===== config.mk =====
export PLATFORM = sky130hd
export DESIGN_NAME = ocrc_sqrt_pipe
export DESIGN_NICKNAME = d
export VERILOG_FILES = /design/src/rtl/ocrc_sqrt_pipe.sv
export SDC_FILE = /design/constraint.sdc
export NUM_CORES = 2
export LEC_CHECK = 0
export BUFFER_PORTS_ARGS = -buffer_cell sky130_fd_sc_hd__buf_2
export CORE_MARGIN = 2
export CORE_UTILIZATION = 50
export CTS_BUF_LIST = sky130_fd_sc_hd__clkbuf_2 sky130_fd_sc_hd__clkbuf_4 sky130_fd_sc_hd__clkbuf_8
export DETAILED_ROUTE_END_ITERATION = 16
export GPL_TIMING_DRIVEN = 0
export HOLD_SLACK_MARGIN = 0.12
export PLACE_DENSITY = 0.72
export SYNTH_ARGS = -nofsm -noshare
export SYNTH_HDL_FRONTEND = slang
export SYNTH_MEMORY_MAX_BITS = 65536
export SYNTH_SLANG_ARGS = --single-unit
export TNS_END_PERCENT = 10

===== constraint.sdc =====
create_clock -name clock -period 6.3 [get_ports clock]
set_input_delay 0.315 -clock clock [delete_from_list [all_inputs] [get_ports clock]]
set_output_delay 0.315 -clock clock [all_outputs]
set_load 0.005 [all_outputs]

===== src/rtl/ocrc_sqrt_pipe.sv =====
// Integer floor square root, one root bit per stage.
// Standalone; sideband bits travel with each item.
module ocrc_sqrt_pipe #(
   parameter int ROOT_W = 32,
   parameter int SIDE_W = 1,
   localparam int RAD_W = 2 * ROOT_W
) (
   input  logic              clock,
   input  logic              reset,
   input  logic              enable,
   input  logic              in_valid,
   input  logic [RAD_W-1:0]  in_rad,
   input  logic [SIDE_W-1:0] in_side,
   output logic              out_valid,
   output logic [ROOT_W-1:0] out_root,
   output logic [SIDE_W-1:0] out_side
);

   logic              valid_ff [ROOT_W];
   logic [RAD_W-1:0]  rad_ff   [ROOT_W];
   logic [ROOT_W+1:0] rem_ff   [ROOT_W];
   logic [ROOT_W-1:0] root_ff  [ROOT_W];
   logic [SIDE_W-1:0] side_ff  [ROOT_W];

   for (genvar s = 0; s < ROOT_W; s++) begin : g_stage
      logic              valid_p;
      logic [RAD_W-1:0]  rad_p;
      logic [ROOT_W+1:0] rem_p;
      logic [ROOT_W-1:0] root_p;
      logic [SIDE_W-1:0] side_p;
      logic [ROOT_W+1:0] part;
      logic [ROOT_W+1:0] trial;
      logic              fits;

      if (s == 0) begin : g_first
         assign valid_p = in_valid;
         assign rad_p   = in_rad;
         assign rem_p   = '0;
         assign root_p  = '0;
         assign side_p  = in_side;
      end else begin : g_next
         assign valid_p = valid_ff[s-1];
         assign rad_p   = rad_ff[s-1];
         assign rem_p   = rem_ff[s-1];
         assign root_p  = root_ff[s-1];
         assign side_p  = side_ff[s-1];
      end

      assign part  = {rem_p[ROOT_W-1:0], rad_p[RAD_W-1 -: 2]};
      assign trial = {root_p, 2'b01};
      assign fits  = part >= trial;

      always_ff @(posedge clock) begin
         if (reset) begin
            valid_ff[s] <= 1'b0;
         end else if (enable) begin
            valid_ff[s] <= valid_p;
         end
      end

      always_ff @(posedge clock) begin
         if (enable) begin
            rad_ff[s]  <= rad_p << 2;
            rem_ff[s]  <= fits ? part - trial : part;
            root_ff[s] <= {root_p[ROOT_W-2:0], fits};
            side_ff[s] <= side_p;
         end
      end
   end

   assign out_valid = valid_ff[ROOT_W-1];
   assign out_root  = root_ff[ROOT_W-1];
   assign out_side  = side_ff[ROOT_W-1];

endmodule


==> metrics <==
CTS tree=built; Wirelength per Cell=around 19 um; asr flop ratio synth=0%; VDD IR-drop max=0.209 mV; Synth area leader=edfxtp_1; setup TNS=0 ns; filler instances=18,800; IO Pins=roughly 100; Area Growth Syn to Fin=12.2%; largest net degree at the start of global routing=~190; flops & latches, synth=2,529; vias in the first global route=71,200; Tightest Pin Transition=1.14 ns; # port buffers=102; Fin Hold WS=0.288 ns; Clock Skew=between 0.09 and 0.1 ns; # DRC=0; sequential area share after synthesis=64.9%; crit-path max FO=10; worst hold stages=4; Post-DRT Antenna Nets=0; slew margin rel.=23.5%; initial drt markers=roughly 5,600; WP data arrival=5.71 ns; layout cells sized above 1=8.87%; critical path type=flip-flop to flip-flop; type of origin of the critical path=flip-flop; PostCTS Resize Cnt=0; Max Fclk=roughly 200 MHz; min-delay worst type=primary input to flip-flop; endpoints failing hold=0; Avg Cell Area, Syn=13.0 um2; P_leak=50.2 nW; Reg area=0.0759 mm2; FF-to-FF path depth=12; CTS sink count=approximately 2,500; FP Rows=~180; Die Y=488 um; multi-input logic area=0.0378 mm2; CP endpoint kind=flip-flop; Die X-Extent=488 um; Final min period=5.04 ns; TritonCTS Buffers=422; Longest Clk Path Bufs=4; RSZ-0062 raised after global routing=no; initial antenna violation count=7; post-CTS setup buffers=0; clock root cell=clkbuf_8; WL final=244 mm; DR pass1 iterations=6; Synth top area share=64.9%; Yosys cell types=92; EDFF count, synth=approximately 2,500; Cell Pwr Density=around 360 mW/mm2; maximum capacitance violations=0; H-tree Lvls=5; Starting Density=roughly half; clk_lat worst skew=1.09 ns; grt ovf=0; Post-CTS Hold Buffers=136; GR Util All Layers=20.1%; routed vias/inst=5.48; Syn. warnings=0; via count=71,900; fin nets=10,300; Mapped Area=0.117 mm2; core area=0.233 mm2; Setup-failing EPs final=0; Post-DP HPWL=172 mm; top cells by area, synth=edfxtp_1 (65%), ha_1 (6.0%), xnor2_1 (3.1%), xor2_1 (2.9%), o21ai_0 (2.3%); overall die area=0.238 mm2; Cells after Synth=approximately 9,000; Max Slew Vio Count=0; Post-synth top flop=edfxtp_1; status=finished, final reports clean; Synth Net Count=9,624; fin crit share=79.9%; Reg clk slew, reported paths=0.06 ns; CP Data Required Time=6.97 ns; first-pass GRT wire length=around 380 mm; GPL Wtd Cong=0.907
kinds of logic (layout without fill, tap and decap cells):
family	count (synthesis)	in the layout	share of synthesized area, %
muxes	69	69	0.654
buffers and inverters	879	1876	2.84
xor gates and xnor gates	798	798	5.97
and+or+nand+nor	2288	2288	9.77
AOI/OAI and AO/OA	1869	1869	9.91
DFF	2529	2529	64.9
adders and majority gates	561	561	6.00
other	1	5	0.00320
path summary, 6_finish.rpt:
path,start,end,slack [ns]
worst max-delay path,root_ff[23][10],rem_ff[1][288],1.26
worst min-delay path,reset,valid_ff[1][15],0.29
worst max register to register,root_ff[23][10],rem_ff[1][288],1.26
worst min register to register,rad_ff[1][292],rad_ff[1][356],0.36
cells in the mapped netlist (all sizes together) (12+ instances only):
| master | instances |
|---|---|
| a2111oi | 14 |
| a211oi | 60 |
| a21boi | 23 |
| a21o | 252 |
| a21oi | 527 |
| a31o | 17 |
| a31oi | 56 |
| a41oi | 13 |
| and2 | 70 |
| and3 | 56 |
| buf | 22 |
| clkbuf | 154 |
| edfxtp | 2529 |
| ha | 561 |
| inv | 701 |
| mux2 | 60 |
| nand2 | 637 |
| nand2b | 112 |
| nand3 | 142 |
| nand3b | 28 |
| nand4 | 108 |
| nand4b | 22 |
| nor2 | 505 |
| nor2b | 73 |
| nor3 | 188 |
| nor3b | 23 |
| nor4 | 105 |
| nor4b | 22 |
| o2111ai | 13 |
| o211ai | 31 |
| o21a | 98 |
| o21ai | 533 |
| o21bai | 52 |
| o31a | 12 |
| o31ai | 60 |
| o41ai | 13 |
| or2 | 42 |
| or3 | 76 |
| or4 | 48 |
| xnor2 | 412 |
| xor2 | 386 |
report_power, final:
part	internal (mW)	total (mW)	switching, mW
clock network	7.66	14.1	6.45
logic	4.25	10.4	6.12
registers	21.4	22.8	1.40
critical path, stage by stage, from the launching register on:
cell and delay, ns:
edfxtp_1 0.44, inv_1 0.06, ha_1 0.27, clkbuf_1 0.26, nand4_1 0.24, nor2_1 0.22, a21boi_0 0.48, nor3_1 0.20
o31a_1 0.38, o211ai_1 0.65, clkbuf_1 0.62, buf_1 0.66, a21oi_1 0.22
layer usage:
metal	track usage, %	share of wire [%]
met3	2.86	4.6
met5	0	0
met1	26.1	43
met2	34.4	49
met4	7.42	3.2
layout make-up:
type / count / share of cell area [%]
sequential: 2529 / 57.8
clock buffer: 510 / 4.94
multi-input combinational: 5586 / 28.8
antenna: 4 / 0.00762
buffer: 176 / 0.517
inverter: 703 / 2.01
clock inverter: 234 / 1.24
tap: 3132 / 2.98
timing repair buffer: 253 / 1.73
layout by cell type (no fill, tap or decap), types with 251 or more instances in the layout:
| master | instances |
|---|---|
| a21o_1 | 251 |
| a21oi_1 | 527 |
| clkbuf_8 | 426 |
| edfxtp_1 | 2529 |
| ha_1 | 561 |
| inv_1 | 699 |
| nand2_1 | 637 |
| nor2_1 | 505 |
| o21ai_0 | 531 |
| xnor2_1 | 412 |
| xor2_1 | 386 |
flip-flops by register name (all words and copies together), names as in the netlist:
signal / cells
rem_ff: 945
side_ff: 32
rad_ff: 992
valid_ff: 32
root_ff: 528
metrics by stage:
step	std cells	worst slack, ns	utilization, %	instance area, um2	power (mW)
4_1_cts	13100	1.30	56.4	131000	47.7
5_1_grt	13100	1.04	56.5	131000	49.8
3_5_place_dp	12200	1.36	52.4	122000	33.3
3_3_place_gp	12200	-35.00	52.2	122000	34.4
2_1_floorplan	8994	2.95	-	117000	30.0
6_report	13100	1.26	56.5	131000	47.3
Power figures use the tool's default switching activity.
